$ cat src/hw/rtl/lsnu_pkg.sv
// shared types, constants and codes of the level-set node update block
`timescale 1ns / 1ps
`default_nettype none
package lsnu_pkg;

  // configuration register indexes
  localparam logic REG_MODE = 1'b0;
  localparam logic REG_STEP = 1'b1;

  // update mode codes
  localparam logic MODE_ADVECT = 1'b0;
  localparam logic MODE_REINIT = 1'b1;

  // queue between front and back
  localparam int QDEPTH = 2;
  localparam int QPTR_W = (QDEPTH > 1) ? $clog2(QDEPTH) : 1;
  localparam int QCNT_W = $clog2(QDEPTH + 1);

  // fixed constants of the arithmetic
  localparam logic [30:0] SLOPE_MAX    = 31'h7FFF_FFFF;
  localparam logic [24:0] EDGE_ONES    = 25'h1FF_FFFF;
  localparam logic [31:0] FALLBACK_DT  = 32'd2147;
  localparam logic [30:0] ONE_Q16      = 31'd65536;
  localparam logic [34:0] MAG_LIMIT    = 35'h4_0000_0000;

  // back end sequencer states
  typedef enum logic [3:0] {
    ST_IDLE,
    ST_SQR,
    ST_ROOT,
    ST_DIV,
    ST_ACC,
    ST_MUL,
    ST_HI,
    ST_LO,
    ST_FIN
  } lsnu_state_t;

  // one classified neighbour record
  typedef struct packed {
    logic [23:0] dx;
    logic [23:0] dy;
    logic [23:0] dz;
    logic [31:0] dphi;
    logic [31:0] phi;
    logic [31:0] speed;
    logic        nonneg;
    logic        last;
  } lsnu_rec_t;

  // configuration seen by the back end
  typedef struct packed {
    logic        mode;
    logic [30:0] step_time;
  } lsnu_cfg_t;

  // queue status
  typedef struct packed {
    logic empty;
    logic full;
  } lsnu_qstat_t;

endpackage
`default_nettype wire

$ cat src/hw/rtl/lsnu_queue.sv
// short record queue between front and back end
`timescale 1ns / 1ps
`default_nettype none
module lsnu_queue (
  input  wire logic                clk,
  input  wire logic                rst_n,
  input  wire logic                push,
  input  wire lsnu_pkg::lsnu_rec_t wr_rec,
  input  wire logic                pop,
  output lsnu_pkg::lsnu_rec_t      rd_rec,
  output lsnu_pkg::lsnu_qstat_t    stat
);
  import lsnu_pkg::*;

  lsnu_rec_t           mem_r [QDEPTH];
  logic [QPTR_W-1:0]   wr_ptr_r, rd_ptr_r;
  logic [QCNT_W-1:0]   cnt_r;
  logic                do_push, do_pop;

  assign stat.empty = (cnt_r == '0);
  assign stat.full  = (cnt_r == QCNT_W'(QDEPTH));
  assign do_push    = push && !stat.full;
  assign do_pop     = pop && !stat.empty;
  assign rd_rec     = mem_r[rd_ptr_r];

  // storage
  always_ff @(posedge clk) begin
    if (do_push) begin
      mem_r[wr_ptr_r] <= wr_rec;
    end
  end

  // pointers and fill count
  always_ff @(posedge clk) begin
    if (!rst_n) begin
      wr_ptr_r <= '0;
      rd_ptr_r <= '0;
      cnt_r    <= '0;
    end else begin
      if (do_push) begin
        wr_ptr_r <= (wr_ptr_r == QPTR_W'(QDEPTH - 1)) ? '0 : wr_ptr_r + 1'b1;
      end
      if (do_pop) begin
        rd_ptr_r <= (rd_ptr_r == QPTR_W'(QDEPTH - 1)) ? '0 : rd_ptr_r + 1'b1;
      end
      if (do_push && !do_pop) begin
        cnt_r <= cnt_r + 1'b1;
      end else if (do_pop && !do_push) begin
        cnt_r <= cnt_r - 1'b1;
      end
    end
  end

endmodule
`default_nettype wire

$ cat config.mk
export PLATFORM = sky130hd
export DESIGN_NAME = lsnu_queue
export DESIGN_NICKNAME = d
export VERILOG_FILES = /design/src/hw/rtl/lsnu_pkg.sv /design/src/hw/rtl/lsnu_queue.sv
export SDC_FILE = /design/constraint.sdc
export NUM_CORES = 1
export LEC_CHECK = 0
export BUFFER_PORTS_ARGS = -buffer_cell sky130_fd_sc_hd__clkbuf_2
export CELL_PAD_IN_SITES_DETAIL_PLACEMENT = 1
export CELL_PAD_IN_SITES_GLOBAL_PLACEMENT = 1
export CORE_ASPECT_RATIO = 0.5
export CORE_UTILIZATION = 44
export CTS_BUF_LIST = sky130_fd_sc_hd__clkbuf_16
export CTS_CLUSTER_DIAMETER = 40
export DETAILED_ROUTE_END_ITERATION = 10
export HOLD_SLACK_MARGIN = 0.02
export PLACE_DENSITY_LB_ADDON = 0.15
export SETUP_SLACK_MARGIN = 0.1
export SLEW_MARGIN = 20
export SYNTH_ARGS = -nofsm -noshare
export SYNTH_HDL_FRONTEND = slang
export SYNTH_SLANG_ARGS = --single-unit
$ cat constraint.sdc
create_clock -name clk -period 12.3 [get_ports clk]
set_clock_uncertainty 0.15 [all_clocks]
set_input_delay 2.46 -clock clk [delete_from_list [all_inputs] [get_ports clk]]
set_output_delay 2.46 -clock clk [all_outputs]
set_load 0.005 [all_outputs]
# [After elaboration in Yosys (flattened, before gate mapping)]
# Memories as Yosys holds them, arrays and structs flattened. A register that Yosys moved wholly into a read port is not among the register bits.
# Index checks and enable logic that the tools add are counted.
[word_totals] register_bits=4 ramBits=340 inputBits=174 memories=1 output_inout_bits=172 elab_cells=27
[classes] reduce_logical=10 add_sub_neg=4 eq_ne=1 muxes=8
[mem_list] name="mem_r" words=2 width=170 rd=1 rd_clocked_by_memory_dff=1 write_ports=1 line="lsnu_queue.sv:15" text="lsnu_rec_t mem_r [QDEPTH];"
[ops] op="$mux 1" count=6
[ops] op="$logic_and 1x1->1" count=4
[ops] op="$logic_not 1->1" count=4
[ops] op="$mux 2" count=2
[ops] op="$add 1x1->1 const B" count=2
[ops] op="$add 2x1->2 const B" count=1
[ops] op="$eq 2x2->1 const B" count=1
[ops] op="$logic_not 2->1" count=1
[ops] op="$reduce_bool 2->1" count=1
[ops] op="$sub 2x1->2 const B" count=1

# [Logic depth before layout (Yosys ltp)]
# Gate-level depths: netlist of run 1.
[depth] ltp_word=7 ltp_mapped=7 depth_no_buf=7

# [Worst setup path after synthesis of run 1]
# Ideal clock, no wire load.
[synth_timing] path_kind="input port to flip-flop" start="input port push" end="memory mem_r[0][0] (netlist bit), enable pin" path_buffers=0 t_arrival_ps=9066 setup_time_ps=671 t_required_ps=11479 setup_slack_ps=2414 stages=2 path_cell_list="inv_1 nor3_2"
[synth_between] elab_chain_len=3
[synth_lines] item="start: declaration" line="lsnu_queue.sv:7" text="input wire logic push,"
[synth_lines] item="$logic_and 1x1->1" line="lsnu_queue.sv:22" text="assign do_push = push && !stat.full;"
[synth_lines] item="$mux 1" line="lsnu_queue.sv:28" text="if (do_push) begin"
[synth_lines] item="$mux 1 (implied by the code)" line="lsnu_queue.sv:29" text="mem_r[wr_ptr_r] <= wr_rec;"
[synth_lines] item="end: declaration" line="lsnu_queue.sv:15"
# No other way between the ends.

==> results of run 1 <==
cells by family after synthesis:
kind of cell | count (synthesis)
buffers and inverters | 21
flip-flops | 345
multiplexers | 170
AO/OA/AOI/OAI | 5
adder cells (fa/ha/maj) | 1
AND/OR/NAND/NOR | 9
XOR/XNOR | 3
through the flow:
step                cells  utilization  area (sq um)  power, uW
floorplan             554            -         12900       2070
global placement     1268        0.531         15000       2350
detailed placement   1268        0.531         15000       2370
CTS                  1330        0.573         16200       3450
global route         1330        0.573         16200       3540
finish               1330        0.573         16200       3390
cell usage after synthesis:
cell	number	area, sq um
buf_6	12	135
o21ai_1	1	5.00
nand2b_1	1	6.26
xnor2_1	2	17.5
a21boi_1	1	7.51
nor3_2	1	10.0
buf_2	7	35.0
edfxtp_1	340	10200
or3_1	1	6.26
and2_1	3	18.8
inv_1	2	7.51
dfxtp_1	5	100
o21a_1	1	7.51
nor2_1	2	7.51
o21ai_0	1	5.00
mux2_4	100	1500
a21boi_0	1	7.51
mux2_2	70	788
and3_1	1	6.26
xor2_1	1	8.76
ha_1	1	12.5
layer usage:
layer | vias to the layer above | part of all wire | GRT usage
met2 | 146 | 0.58 | 0.351
met4 | 0 | 0.027 | 0.0594
met1 | 3267 | 0.36 | 0.192
li1 | 2956 | - | -
met5 | - | 0 | 0
met3 | 52 | 0.042 | 0.0393
worst paths after layout:
kind	start	endpoint	slack (ns)	depth (start not counted)
max	flip-flop	rd_rec[112]	7.05	3
min	cnt_r[1]	cnt_r[1]	0.40	2
max reg2reg	cnt_r[0]	mem_r[1][117]	8.80	4
min reg2reg	cnt_r[1]	cnt_r[1]	0.40	2
worst max-delay path: cells and delay by family, from the launching register on:
| kind | cells | cell delay [ns] |
|---|---|---|
| multiplexers | 1 | 0.35 |
| flip-flops | 1 | 0.70 |
| buffers and inverters | 2 | 0.87 |
report_power, final:
part | leakage, uW | total [uW] | switching [uW] | internal [uW]
combinational | 0.00250 | 789 | 374 | 415
sequential | 0.00322 | 1530 | 55.8 | 1480
clock | 0.000577 | 1070 | 437 | 632
total | 0.00629 | 3390 | 867 | 2530
state kept, by name (all words and copies together) (netlist names), named ones only:
name / cells
wr_ptr_r: 1
cnt_r: 2
mem_r: 340
rd_ptr_r: 1
layout make-up:
class | instances | area share
Sequential cell | 345 | 0.638
Multi-Input combinational cell | 188 | 0.150
Timing Repair Buffer | 351 | 0.110
Clock buffer | 37 | 0.0573
Tap cell | 382 | 0.0296
Clock inverter | 25 | 0.0145
Inverter | 2 | 0.000464
==> results.md, run 1 <==
- Status: completed
- Largest family of logic cells by synthesized area: multiplexers
- Slowest library cell on the worst path: buf_12
- Worst skew pair latency: approximately 0.5 ns
- Grt total ovfl: 0
- H-tree levels: 2
- Hold WS: between 0.3 and 0.4 ns
- Largest net degree at the start of global routing: 133
- Arrival time worst endpoint: about 2.6 ns
- Multiplexer share of the synthesized area: 0.177
- Critical path peak fanout: 132
- RSZ-0062 raised after global routing: no
- Tightest Pin Transition: a little over 1 ns
- Routed Antenna Nets: 0
- Yosys reg bits: 345
- XOR/XNOR share of the synthesized area: 0.00204
- CP Capture Type: output port
- Final Setup Violations: 0
- TNS Setup: 0 ns
- Clk slew on worst S/H paths: roughly 0.06 ns
- Delay of the slowest critical-path stage: between 0.7 and 0.8 ns
- Reg area: ~10000 sq um
- Boundary Pins: 346
- Detailed placement HPWL: 18200 microns
- Area of the multi-input gates: between 2000 and 2500 sq um
- Starting Density: 0.457
- Min Tclk post-route: 5.25 ns
- Vias in the first global route: 6943
- Fill count: 2579
- Root buf cell: clkbuf_16
- Final GP Congestion: about 0.75
- Worst min path class: flip-flop to flip-flop
- PD cells: 210 nW/um^2
- CORE AREA: approximately 28000 sq um
- Postcts setup bufs: 0
- Post-synthesis sequential area ratio: 0.799
- Vias per cell: 4.83
- Crit-path cells: buf_12, mux2_4, clkbuf_2
- Final Cycle Share: 0.427
- Max Fclk: approximately 0.19 GHz
- Die area: 30100 sq um
- Core Rows: 43
- Global-route wire length before repair: 39800 microns
- Vias: 6421
- Initial antenna violation count: 0
- Worst path required time: 9.69 ns
- Simple-Gate Fraction of Synth Area: 0.00427
- Avg WL per Cell: a little over 20 microns
- First drt pass iteration count: 4
- Post_cts resized: 0
- Synth warnings: 0
- Setup ws final: 7.05 ns
- Hold Vio Cnt, Final: 0
- Layout cell share with drive strength beyond 1: 0.607
- Final WL: roughly 27000 microns
- Cts hold-fix bufs: 0
- Area Overhead vs Synth: 25.3%
- ANT cells: 0
- CTS tree: yes
- Worst setup SP type: flip-flop
- Compound-cell area share of the yosys netlist: 0.00252
- Commonest non-fill, non-tap cell in the layout: clkbuf_2
- DP Worst Slack: 6.81 ns
- Final #Nets: 1099
- Cts bufs inserted: 36
- Fin. max-slew vios: 0
- Slew headroom: 0.319
- Post-synthesis cell type count: 21
- Adder-cell share of the synthesized area: 0.000970
- Mapped Avg Cell Area: 23.3 sq um
- Synthesized instance count: about 550
- MaxCap Viol Count: 0
- Initial DRC count: 253
- Port Buffers: 345
- Sink Count: 345
- Die width: 244 microns
- Total GRT Usage: 0.179
- CTS max path bufs: 3
- Die Y: 123 microns
- Most frequent cells in the layout: clkbuf_2 (345), edfxtp_1 (340), mux2_4 (100)
- Peak VDD IR: 120 uV
- Crit path kind: flip-flop to output port
- Synth Cell Area: 12900 sq um
- Syn Nets: 729
- Static leakage: 0.00629 uW
- Post-route DRC: 0
(Power assumes the default switching activity.)
==> run 2, diff against run 1 <==
==> constraint.sdc (replaced) <==
create_clock -name clk -period 4.9 [get_ports clk]
set_clock_uncertainty 0.15 [all_clocks]
set_input_delay 0.98 -clock clk [delete_from_list [all_inputs] [get_ports clk]]
set_output_delay 0.98 -clock clk [all_outputs]
set_load 0.005 [all_outputs]
==> results.md, run 2 (synthesized netlist as in run 1, its figures left out) <==
- Cts hold-fix bufs: 0
- Global-route wire length before repair: 39800 microns
- CTS max path bufs: 3
- Fin. max-slew vios: 0
- RSZ-0062 raised after global routing: no
- Final instance area: about 16000 sq um
- CP Capture Type: output port
- WHS Path Cells: 2
- CORE AREA: 28200 sq um
- Worst path required time: between 3 and 4 ns
- Clk slew on worst S/H paths: 0.06 ns
- Max reg flops: 340
- Worst setup SP type: flip-flop
- Port Buffers: 345
- Min Tclk post-route: 3.47 ns
- Total power: approximately 8500 uW
- Die width: between 200 and 250 microns
- Final WL: ~27000 microns
- Grt total ovfl: 0
- FF-to-FF path depth: 3
- Die Y: 123 microns
- Hold Startpoint: cnt_r[1]
- Worst min path class: flip-flop to flip-flop
- Peak VDD IR: slightly above 400 uV
- CTS tree: yes
- Regs by FF count: mem_r: 340 flops, cnt_r: 2 flops
- Post-route insts no fill: 1335
- Hold path endpoint: cnt_r[1]
- Sink Count: 345
- Post-route DRC: 0
- Placed cell count: 1272
- Status: completed
- Final Cycle Share: 0.709
- Avg WL per Cell: between 20 and 25 microns
- Final #Nets: 1104
- Cts bufs inserted: 37
- Final GP Congestion: 0.743
- Vias in the first global route: 6915
- RR Startpoint: cnt_r[0]
- Most flops, register: mem_r
- Boundary Pins: ~350
- Initial antenna violation count: 1
- DP Worst Slack: approximately 1.9 ns
- Root buf cell: clkbuf_16
- Vias per cell: 4.82
- Most frequent cells in the layout: clkbuf_2 (345), edfxtp_1 (340), mux2_4 (100)
- Final Setup Violations: 0
- Commonest non-fill, non-tap cell in the layout: clkbuf_2
- Setup ws final: between 1 and 1.5 ns
- Hold Vio Cnt, Final: 0
- H-tree levels: 2
- Initial DRC count: ~230
- Largest net degree at the start of global routing: 102
- Starting Density: 0.457
- Crit path kind: flip-flop to output port
- Reg2reg setup slack: 2.75 ns
- Postcts setup bufs: 0
- PD cells: 523 nW/um^2
- Placed cell area: 15100 sq um
- First drt pass iteration count: 4
- Tightest Pin Transition: 0.972 ns
- Routed Antenna Nets: 0
- Total GRT Usage: 0.178
- MaxCap Viol Count: 0
- Slew headroom: 0.352
- Max Fclk: 0.288 GHz
- Area Overhead vs Synth: 25.8%
- Core Rows: 43
- Die area: between 30000 and 40000 sq um
- Detailed placement HPWL: 18300 microns
- Static leakage: around 0.0063 uW
- Critical path peak fanout: 47
- Vias: approximately 6400
- Layout cell share with drive strength beyond 1: 0.606
- Reg-to-reg endpoint: mem_r[1][59]
- Post_cts resized: 0
- TNS Setup: 0 ns
- Arrival time worst endpoint: approximately 2.3 ns
- Worst skew pair latency: 0.50 ns
[run 2: worst max-delay path by stage]
stage / from / to / slack [ns] / cells after the start
3_3_place_gp: flip-flop / rd_rec[96] / 1.92 / 3
6_report: flip-flop / rd_rec[96] / 1.43 / 3
2_1_floorplan: push / mem_r[0][0] / -0.76 / 2
3_5_place_dp: flip-flop / rd_rec[88] / 1.90 / 3
5_1_grt: flip-flop / rd_rec[44] / 1.28 / 3
4_1_cts: flip-flop / rd_rec[96] / 1.34 / 3
[run 2: area by class of cell]
cell class	instances	area (sq um)
Fill cell	2580	12000
Timing Repair Buffer	355	1860
Clock inverter	25	205
Multi-Input combinational cell	188	2430
Clock buffer	37	926
Inverter	2	20.0
Tap cell	382	478
Sequential cell	345	10300
Antenna cell	1	2.50
[run 2: layer usage]
layer	vias up	global-route usage	part of all wire
met2	153	0.334	0.55
met5	-	0	0
met1	3274	0.198	0.37
met3	50	0.0430	0.048
met4	0	0.0633	0.025
li1	2961	-	-
[run 2: through the flow]
stage	util	hold WS (ns)
6_report	0.575	0.394
5_1_grt	0.575	0.433
4_1_cts	0.575	0.415
3_5_place_dp	0.535	0.407
3_3_place_gp	0.535	0.349
2_1_floorplan	-	0.333
[run 2: report_power, final]
| part | leakage [uW] | internal [uW] | switching (uW) |
|---|---|---|---|
| logic | 0.00254 | 1070 | 915 |
| clock network | 0.000569 | 1530 | 1100 |
| registers | 0.00322 | 3710 | 165 |
[run 2: critical path, stage by stage (launching register included)]
cell and delay, ns:
dfxtp_4 0.87, buf_12 0.39, mux2_4 0.33, clkbuf_2 0.13
