### config.mk
export PLATFORM = sky130hd
export DESIGN_NAME = lsnu_front
export DESIGN_NICKNAME = d
export VERILOG_FILES = /design/src/hw/rtl/lsnu_pkg.sv /design/src/hw/rtl/lsnu_front.sv
export SDC_FILE = /design/constraint.sdc
export NUM_CORES = 1
export LEC_CHECK = 0
export BUFFER_PORTS_ARGS = -buffer_cell sky130_fd_sc_hd__buf_2
export CORE_AREA = 2 2 163 165
export DETAILED_ROUTE_END_ITERATION = 10
export DIE_AREA = 0 0 165 167
export PLACE_DENSITY = 0.61
export SLEW_MARGIN = 20
export SYNTH_ARGS = -nofsm -noshare
export SYNTH_HDL_FRONTEND = slang
export SYNTH_SLANG_ARGS = --single-unit
### constraint.sdc
create_clock -name vclk -period 6.5
set_input_delay 0.325 -clock vclk [all_inputs]
set_output_delay 0.325 -clock vclk [all_outputs]
set_load 0.005 [all_outputs]
### src/hw/rtl/lsnu_pkg.sv
// shared types, constants and codes of the level-set node update block
`timescale 1ns / 1ps
`default_nettype none
package lsnu_pkg;

  // configuration register indexes
  localparam logic REG_MODE = 1'b0;
  localparam logic REG_STEP = 1'b1;

  // update mode codes
  localparam logic MODE_ADVECT = 1'b0;
  localparam logic MODE_REINIT = 1'b1;

  // queue between front and back
  localparam int QDEPTH = 2;
  localparam int QPTR_W = (QDEPTH > 1) ? $clog2(QDEPTH) : 1;
  localparam int QCNT_W = $clog2(QDEPTH + 1);

  // fixed constants of the arithmetic
  localparam logic [30:0] SLOPE_MAX    = 31'h7FFF_FFFF;
  localparam logic [24:0] EDGE_ONES    = 25'h1FF_FFFF;
  localparam logic [31:0] FALLBACK_DT  = 32'd2147;
  localparam logic [30:0] ONE_Q16      = 31'd65536;
  localparam logic [34:0] MAG_LIMIT    = 35'h4_0000_0000;

  // back end sequencer states
  typedef enum logic [3:0] {
    ST_IDLE,
    ST_SQR,
    ST_ROOT,
    ST_DIV,
    ST_ACC,
    ST_MUL,
    ST_HI,
    ST_LO,
    ST_FIN
  } lsnu_state_t;

  // one classified neighbour record
  typedef struct packed {
    logic [23:0] dx;
    logic [23:0] dy;
    logic [23:0] dz;
    logic [31:0] dphi;
    logic [31:0] phi;
    logic [31:0] speed;
    logic        nonneg;
    logic        last;
  } lsnu_rec_t;

  // configuration seen by the back end
  typedef struct packed {
    logic        mode;
    logic [30:0] step_time;
  } lsnu_cfg_t;

  // queue status
  typedef struct packed {
    logic empty;
    logic full;
  } lsnu_qstat_t;

endpackage
`default_nettype wire

### src/hw/rtl/lsnu_front.sv
// front end: accepts neighbour records and reduces them to magnitudes
`timescale 1ns / 1ps
`default_nettype none
module lsnu_front (
  input  wire logic                    in_valid,
  input  wire logic                    q_full,
  input  wire logic signed [23:0]      center_x,
  input  wire logic signed [23:0]      center_y,
  input  wire logic signed [23:0]      center_z,
  input  wire logic signed [31:0]      center_phi,
  input  wire logic signed [31:0]      center_speed,
  input  wire logic                    ref_nonneg,
  input  wire logic signed [23:0]      nbr_x,
  input  wire logic signed [23:0]      nbr_y,
  input  wire logic signed [23:0]      nbr_z,
  input  wire logic signed [31:0]      nbr_phi,
  input  wire logic                    last_nbr,
  output logic                         q_push,
  output lsnu_pkg::lsnu_rec_t          q_rec
);
  import lsnu_pkg::*;

  logic signed [24:0] dx_s, dy_s, dz_s;
  logic signed [32:0] dp_s;
  logic        [24:0] dx_a, dy_a, dz_a;
  logic        [32:0] dp_a;

  // signed differences, neighbour minus centre
  assign dx_s = 25'(nbr_x) - 25'(center_x);
  assign dy_s = 25'(nbr_y) - 25'(center_y);
  assign dz_s = 25'(nbr_z) - 25'(center_z);
  assign dp_s = 33'(nbr_phi) - 33'(center_phi);

  // magnitudes, which always fit the narrower fields
  assign dx_a = dx_s[24] ? 25'(-dx_s) : 25'(dx_s);
  assign dy_a = dy_s[24] ? 25'(-dy_s) : 25'(dy_s);
  assign dz_a = dz_s[24] ? 25'(-dz_s) : 25'(dz_s);
  assign dp_a = dp_s[32] ? 33'(-dp_s) : 33'(dp_s);

  // record towards the queue
  always_comb begin
    q_rec.dx     = dx_a[23:0];
    q_rec.dy     = dy_a[23:0];
    q_rec.dz     = dz_a[23:0];
    q_rec.dphi   = dp_a[31:0];
    q_rec.phi    = center_phi;
    q_rec.speed  = center_speed;
    q_rec.nonneg = ref_nonneg;
    q_rec.last   = last_nbr;
  end

  assign q_push = in_valid && !q_full;

endmodule
`default_nettype wire

==> Word level (Yosys, flattened, before mapping) <==
Index checks and enable logic that the tools add are counted.
{ "classes": {"n_reduce_logical": 2, "n_mux": 4, "addsub": 8} }
{ "op_table": {"columns": ["operator", "count"], "rows": [
  ["subtractor 24 x 24 -> 25 bit", 3],
  ["2-to-1 mux 24 bit", 3],
  ["negator 24 bit", 3],
  ["subtractor 32 x 32 -> 33 bit", 1],
  ["2-to-1 mux 32 bit", 1],
  ["negator 32 bit", 1],
  ["logical AND 1 bit", 1],
  ["zero test 1 bit", 1]
]} }
{ "word_totals": {"word_cells": 14, "in_bits": 244, "ff_bits": 0, "out_inout_bits": 171} }

==> Depth between registers and ports, before layout <==
Gate-level depths: netlist of run 1.
{ "logic_depth": {"ltp_word": 3, "mapped_depth": 15, "depth_no_buf": 14} }

==> Worst setup path before layout of run 1 <==
Ideal clock, no wire load.
{ "synth_timing": {"path_type": "in2out", "from": "in nbr_phi[0]", "to": "out q_rec[97] (netlist bit)", "cell_stages": 14, "path_buffers": 0, "required_time_ns": 6.175, "t_arrival_ns": 3.689, "setup_slack_ns": 2.486, "path_cell_list": "inv_1 ha_1 inv_1 fa_1 nand3_1 a21oi_1 o21ai_1 or3b_2 xor2_1 a2111oi_4 or4b_1 or4_1 a21oi_1 xor2_1"} }
{ "synth_rtl": {"columns": ["element", "line_no", "text"], "rows": [
  ["start, declared", "lsnu_front.sv:16", "input wire logic signed [31:0] nbr_phi,"],
  ["end, declared", "lsnu_front.sv:19", "output lsnu_pkg::lsnu_rec_t q_rec"]
]} }

==> metrics.txt, run 1 <==
routed len/inst=15.4 µm; Resize count post-CTS=0; CLK BUF=0; layout cells sized above 1=0.238; Comb power frac=1.000; die area=27600 µm²; # Max-Cap Violations=0; post-synthesis sequential area ratio=0; drt total wl=29.7 mm; DRC Markers=0; internal power=0.622 mW; die height=167 µm; Mapped Cells=1349; Multi-input gate area=7850 µm²; DRT iter0 DRCs=526; PD cells=135 nW/µm²; HPWL Detailed=26.1 mm; Core Region=25800 µm²; GP Congestion=0.893; initial core utilization=0.351; Slew HR=0.403; Die X=165 µm; VDD IR max=0.0729 mV; # fillers=2776; Clock power frac=0; final setup fails=0; TritonRoute pass-1 iters=5; Final nets=1955; GRT Total Usage=0.202; Mapped Nets=1705; Crit Path Class=primary input to primary output; switching share of power=0.566; synthesized area=9050 µm²; largest net degree at the start of global routing=23; IO Pins=415; Least-Margin Pin Slew=0.873 ns; final slew viol count=0; status=finished clean; number of global-route vias before repair=9933; Final period util=0.716; Reg power frac=0; seq_cells=0; Pleak=5.31 nW; grt ovf=0; Synth warnings=0; WP data arrival=4.33 ns; Finished Layout Cells=1932; Sw Pwr=0.811 mW; FP Rows=59; minimum clock period=4.65 ns; layout overhead on the synthesized area=17.0%; antenna violations before repair=1; FF/Latch Area=0 µm²; RSZ-0062 raised after global routing=false; f_max=215 MHz; global-route wire length before repair=47.1 mm; most frequent cells in the layout=347 x buf_2, 146 x inv_1, 111 x a21oi_1; ANT nets after route=0; CP max FO=4; Required @ worst endpoint=6.17 ns; most common cell after layout, fill and taps aside=buf_2; final hold violation count=0; post-CTS setup buffers=0; hold buffer count at cts=0; setup TNS=0 ns; placed insts=1932; Via density=5.40; Synth cell types=85; hold crit path type=primary input to primary output; Diodes inserted=0; Via Count=10400; Critical Path End Type=primary output; I/O Buffers=347; syn_area_per_cell=6.71 µm²; critical path launch point type=primary input
-- area by class of cell --
cell class / instances / area share
tap: 335 / 0.0396
inverter: 146 / 0.0518
multi-input combinational: 1100 / 0.742
timing repair buffer: 351 / 0.167
-- metrics by stage --
step	power [mW]	hold slack [ns]	worst slack, ns	area [µm²]	utilization
CTS	1.43	0.650	1.88	10600	0.411
global placement	1.42	0.650	1.94	10600	0.411
detailed placement	1.42	0.650	1.88	10600	0.411
floorplan	0.945	0.680	2.49	9050	-
finish	1.43	0.650	1.85	10600	0.411
global route	1.59	0.650	1.35	10600	0.411
-- worst max-delay path: stages --
cell and delay, ns:
buf_2 0.11, ha_1 0.22, inv_1 0.07, fa_1 0.22, nand3_1 0.12, a21oi_1 0.36, o21bai_1 0.19, a2111oi_1 0.76
nor3_1 0.13, xnor2_1 0.20, or4b_1 0.56, or4_1 0.53, a21oi_1 0.19, xor2_1 0.20, buf_2 0.14
-- synth_stat cells (5+ instances only) --
library cell,n,area share
or4_1,8,0.0066
and2_1,15,0.010
a21oi_1,111,0.061
nand4b_1,7,0.0068
nor2_1,91,0.038
o21ai_1,14,0.0077
clkbuf_1,29,0.012
nand2b_1,16,0.011
or3_1,10,0.0069
nor4_1,19,0.013
inv_1,146,0.061
nor3_1,24,0.013
o211ai_1,9,0.0075
nand4_1,15,0.010
o31a_1,8,0.0077
or2_2,6,0.0041
nor2b_1,28,0.019
a311oi_1,5,0.0048
a221oi_1,7,0.0068
o31ai_1,17,0.014
nor3b_1,5,0.0041
o21a_1,13,0.011
nand3_1,35,0.019
o21ai_0,62,0.034
ha_1,108,0.15
a211o_1,6,0.0058
and4_1,6,0.0058
xnor2_1,103,0.10
o211a_1,6,0.0066
xor2_1,56,0.054
o41ai_1,6,0.0058
nand3b_1,5,0.0041
nand2_1,93,0.039
o21bai_1,11,0.0091
a2111oi_0,8,0.0077
and3_1,16,0.011
or4b_1,7,0.0077
buf_4,67,0.056
o2111a_1,5,0.0062
buf_2,5,0.0028
a21o_1,37,0.031
a31oi_1,14,0.0097
a211oi_1,12,0.010
-- power by group through the flow --
| stage | Clock (mW) | Combinational [mW] | Sequential (mW) |
|---|---|---|---|
| 2_1_floorplan | 0 | 0.945 | 0 |
| 3_3_place_gp | 0 | 1.42 | 0 |
| 3_5_place_dp | 0 | 1.42 | 0 |
| 4_1_cts | 0 | 1.43 | 0 |
| 5_1_grt | 0 | 1.59 | 0 |
| 6_report | 0 | 1.43 | 0 |
-- layer usage --
metal / routed length (µm) / global-route usage
met4: 473 / 0.0295
met3: 1680 / 0.0172
met1: 13500 / 0.268
met2: 14000 / 0.359
met5: 16 / 0
-- cells by family (layout without fill, tap and decap cells) --
logic type | Yosys count | after routing | share of synthesized area
AO/OA/AOI/OAI | 402 | 402 | 0.301
XOR/XNOR | 159 | 159 | 0.154
adder cells (fa/ha/maj) | 112 | 112 | 0.158
buffers and inverters | 249 | 497 | 0.133
multiplexers | 5 | 5 | 0.00567
AND/OR/NAND/NOR | 422 | 422 | 0.247
-- path summary, 6_finish.rpt --
path        end  slack (ns)  cells past startpoint        startpoint
max   q_rec[97]        1.85                     15     center_phi[0]
min   q_rec[18]        0.65                      0  center_speed[16]
No activity file was read; power rests on OpenSTA's default activity.
==> inputs of run 2 (changes only) <==
--- a/config.mk
+++ b/config.mk
@@ -9,7 +9,7 @@
 export CORE_AREA = 2 2 163 165
 export DETAILED_ROUTE_END_ITERATION = 10
 export DIE_AREA = 0 0 165 167
-export PLACE_DENSITY = 0.61
+export PLACE_DENSITY = 0.63
 export SLEW_MARGIN = 20
 export SYNTH_ARGS = -nofsm -noshare
 export SYNTH_HDL_FRONTEND = slang
==> constraint.sdc (replaced) <==
create_clock -name vclk -period 3.7
set_input_delay 0.185 -clock vclk [all_inputs]
set_output_delay 0.185 -clock vclk [all_outputs]
set_load 0.005 [all_outputs]
==> run 2 against run 1 <==
The flow now finishes with violations (negative setup slack). Core utilization grew 9.8 points. Cell count is 11% higher. Largest power group unchanged. Clock-buffer cell count unchanged. Combinational power rose by 120%. Total power increased by 120%. First-iteration DRC count increased by 17%.
==> metrics.txt, run 2 (same netlist as run 1, synthesis figures left out) <==
Least-Margin Pin Slew=0.658 ns; DRT met1 WL=13.9 mm; Finished Cell Area=13100 µm²; die height=167 µm; WL met3=1.53 mm; final hold violation count=0; Core Region=25800 µm²; die area=27600 µm²; met2 wire length=15.6 mm; # Max-Cap Violations=0; GRT Total Usage=0.210; largest net degree at the start of global routing=16; failing checks=negative setup slack; hold crit path type=primary input to primary output; Final period util=1.04; Max Used Layer=met4; Via density=5.27; ANT nets after route=0; Setup WS pre-CTS=-0.402 ns; cell mode on critical path=buf_6; setup TNS=-0.286 ns; I/O Buffers=347; Pleak=6.58 nW; layout cells sized above 1=0.394; worst-path cell chain=buf_6 > inv_4 > ha_4 > inv_2 > fa_2 > buf_6 > nand3_4 > a21oi_4 > o21ai_2 > or3b_4 > xor2_4 > a2111oi_4 > or4b_4 > or4_4 > a21oi_2 > xor2_1 > buf_2; Crit Path Class=primary input to primary output; RSZ-0062 raised after global routing=true; GP Congestion=0.926; global-route wire length before repair=48.9 mm; final setup fails=5; most common cell after layout, fill and taps aside=buf_2; antenna violations before repair=3; drt total wl=31.9 mm; final slew viol count=0; grt ovf=0; Via Count=11400; routed len/inst=14.8 µm; TritonRoute pass-1 iters=5; CLK BUF=0; HPWL Detailed=26.9 mm; CP max FO=3; most frequent cells in the layout=345 x buf_2, 211 x buf_4, 138 x inv_1; initial core utilization=0.351; Final WS setup=-0.164 ns; FF/Latch Area=0 µm²; FP Rows=59; final core utilization=0.509; layout overhead on the synthesized area=44.9%; Critical Path End Type=primary output; Post-DP Area=12000 µm²; DRT iter0 DRCs=613; DRC Markers=0; Required @ worst endpoint=3.51 ns; WP data arrival=3.68 ns; Final nets=2175; seq_cells=0; IO Pins=415; VDD IR max=0.157 mV; Max stage delay cell, worst path=or4_4; critical path launch point type=primary input; placed insts=2125; delay of the slowest critical-path stage=0.52 ns; total power=3.17 mW; f_max=259 MHz; Die X=165 µm; status=complete, but fails checks; number of global-route vias before repair=10700; Slew HR=0.558; Hold WS=0.370 ns; Finished Layout Cells=2154; PD cells=242 nW/µm²; minimum clock period=3.86 ns
-- run 2: report_power, final --
group,internal [mW],switching [mW]
sequential,0,0
combinational,1.54,1.63
clock,0.0000000723,0
-- run 2: path summary, 6_finish.rpt --
path	startpoint	endpoint	slack, ns	depth (start not counted)
worst max-delay path	nbr_phi[0]	q_rec[97]	-0.16	17
worst min-delay path	center_speed[13]	q_rec[15]	0.37	0
-- run 2: what timing repair did --
action                                  CTS  global route
setup buffers                             8            18
endpoints found under the hold margin     0             0
cloned                                    0             1
hold buffers                              0             0
gates resized for setup                  67           103
pin swaps                                20            74
endpoints found under the setup margin   43            53
-- run 2: final cells by class --
type / count / area (µm²)
inverters: 146 / 556
diodes: 2 / 5.00
multi-input cells: 1100 / 8640
fillers: 2596 / 12700
well taps: 335 / 419
repair buffers: 571 / 3500
-- run 2: routing by layer --
| metal | track usage | vias to the layer above |
|---|---|---|
| li1 | - | 5743 |
| met1 | 0.268 | 5200 |
| met2 | 0.380 | 359 |
| met3 | 0.0154 | 54 |
| met4 | 0.0514 | 0 |
| met5 | 0 | - |
-- run 2: critical path: cells and delay by family --
| family | cells | cell delay (ns) |
|---|---|---|
| adder cells (fa/ha/maj) | 2 | 0.48 |
| XOR/XNOR | 2 | 0.38 |
| AO/OA/AOI/OAI | 4 | 0.64 |
| buffers and inverters | 5 | 0.46 |
| AND/OR/NAND/NOR | 4 | 1.52 |
==> inputs of run 3 (changes only) <==
--- a/config.mk
+++ b/config.mk
@@ -10,6 +10,7 @@
 export DETAILED_ROUTE_END_ITERATION = 10
 export DIE_AREA = 0 0 165 167
 export PLACE_DENSITY = 0.63
+export REMOVE_ABC_BUFFERS = 1
 export SLEW_MARGIN = 20
 export SYNTH_ARGS = -nofsm -noshare
 export SYNTH_HDL_FRONTEND = slang
==> constraint.sdc (replaced) <==
create_clock -name vclk -period 3.5
set_input_delay 0.175 -clock vclk [all_inputs]
set_output_delay 0.175 -clock vclk [all_outputs]
set_load 0.005 [all_outputs]
==> run 3 against run 2 <==
The run still ends with negative setup slack left. Worst hold slack lost 0.020 ns. Wire length grew 10%. Via count grew 4.3%. Combinational power grew 13%. Sequential cell count is the same. Sequential share of layout area is the same. First-iteration DRC count shrank 21%. Core utilization grew 3.8 points. Total power grew 13%. Die area is the same. Clock-buffer cell count is the same. Highest routed layer unchanged.
==> metrics.txt, run 3 (same netlist as run 1, synthesis figures left out) <==
status=complete, but fails checks; failing checks=negative setup slack; layout cells sized above 1=0.441; Final WS setup=-0.328 ns; minimum clock period=3.83 ns; final setup fails=20; RSZ-0062 raised after global routing=true; Finished Cell Area=14100 µm²; Least-Margin Pin Slew=0.624 ns; seq_cells=0; Final nets=2270; internal power=1.79 mW; antenna violations before repair=4; switching share of power=0.502; # fillers=2478; Hold WS=0.350 ns; Comb power frac=1.000; CP max FO=4; PD cells=255 nW/µm²; die height=167 µm; hold buffer count at cts=0; Clock power frac=0; DRC Markers=0; f_max=261 MHz; global-route wire length before repair=53.5 mm; final hold violation count=0; Via Count=11800; setup TNS=-2.42 ns; Reg power frac=0; layout overhead on the synthesized area=55.7%; DRT iter0 DRCs=484; # Max-Cap Violations=0; GRT Total Usage=0.233; GP Congestion=0.924; ANT nets after route=0; most common cell after layout, fill and taps aside=buf_2; Hold Path Stages=0; routed len/inst=15.6 µm; number of global-route vias before repair=11300; initial core utilization=0.351; I/O Buffers=347; drt total wl=35.2 mm; hold path endpoint=q_rec[13]; HPWL Detailed=29.3 mm; Critical Path End Type=primary output; Crit Path Class=primary input to primary output; Pleak=7.08 nW; die area=27600 µm²; grt ovf=0; TritonRoute pass-1 iters=5; critical path launch point type=primary input; Hold Crit Start=center_speed[11]; Final period util=1.09; Sw Pwr=1.80 mW; FF/Latch Area=0 µm²; FP Rows=59; Via density=5.26; Slew HR=0.581; Die X=165 µm; hold crit path type=primary input to primary output; Post-DP Area=12700 µm²; Core Region=25800 µm²; WP data arrival=3.65 ns; most frequent cells in the layout=342 x buf_2, 302 x buf_4, 137 x inv_1; final slew viol count=0; VDD IR max=0.169 mV; Required @ worst endpoint=3.32 ns; CLK BUF=0; largest net degree at the start of global routing=17; IO Pins=415
run 3: final cells by class:
class	instances	area [µm²]	share of cell area
inverters	146	561	0.0398
multi-input cells	1100	8850	0.628
repair buffers	666	4250	0.301
diodes	4	10.0	0.000710
well taps	335	419	0.0297
run 3: timing repair:
action	CTS	global route
endpoints found under the setup margin	70	73
cloned	0	1
resized for setup	117	99
hold endpoints to repair	0	0
pin swaps	62	78
setup buffers	11	23
run 3: worst max path at each step:
| stage | startpoint | endpoint | slack (ns) | cells past startpoint |
|---|---|---|---|---|
| final | center_z[1] | q_rec[121] | -0.33 | 15 |
| after floorplan | nbr_phi[0] | q_rec[74] | -0.93 | 13 |
| after CTS | nbr_phi[0] | q_rec[97] | -0.33 | 16 |
| after global placement | nbr_phi[0] | q_rec[97] | -0.54 | 16 |
| after global routing | center_z[1] | q_rec[121] | -0.44 | 15 |
| after detailed placement | nbr_phi[0] | q_rec[97] | -0.57 | 16 |
run 3: power by group through the flow:
stage / registers [mW] / clock network (mW) / logic (mW)
floorplan: 0 / 0 / 1.68
global placement: 0 / 0 / 3.16
detailed placement: 0 / 0 / 3.19
CTS: 0 / 0 / 3.38
global route: 0 / 0.000000115 / 3.91
finish: 0 / 0.000000153 / 3.59
run 3: per-layer routing:
layer / global-route usage / vias to the layer above / routed length [µm]
met5: 0.00364 / - / 0
met4: 0.0737 / 0 / 1250
met3: 0.0643 / 74 / 2780
met2: 0.400 / 407 / 16600
met1: 0.277 / 5413 / 14500
li1: - / 5951 / -
run 3: through the flow:
step	total power, mW	setup slack (ns)	cells	util
6_report	3.59	-0.328	2251	0.547
5_1_grt	3.91	-0.438	2250	0.547
4_1_cts	3.38	-0.328	2225	0.520
3_5_place_dp	3.19	-0.570	2214	0.494
3_3_place_gp	3.16	-0.536	2214	0.494
2_1_floorplan	1.68	-0.926	1246	-
run 3: worst max-delay path, stage by stage:
cell and delay [ns]:
buf_2 0.10, inv_2 0.10, ha_4 0.21, nor2b_2 0.15, o31a_1 0.35, o311a_1 0.40, or3_4 0.37, a31oi_4 0.20
xnor2_2 0.10, nand4bb_1 0.22, or4b_4 0.59, o41ai_2 0.31, buf_4 0.16, xnor2_1 0.10, buf_2 0.13
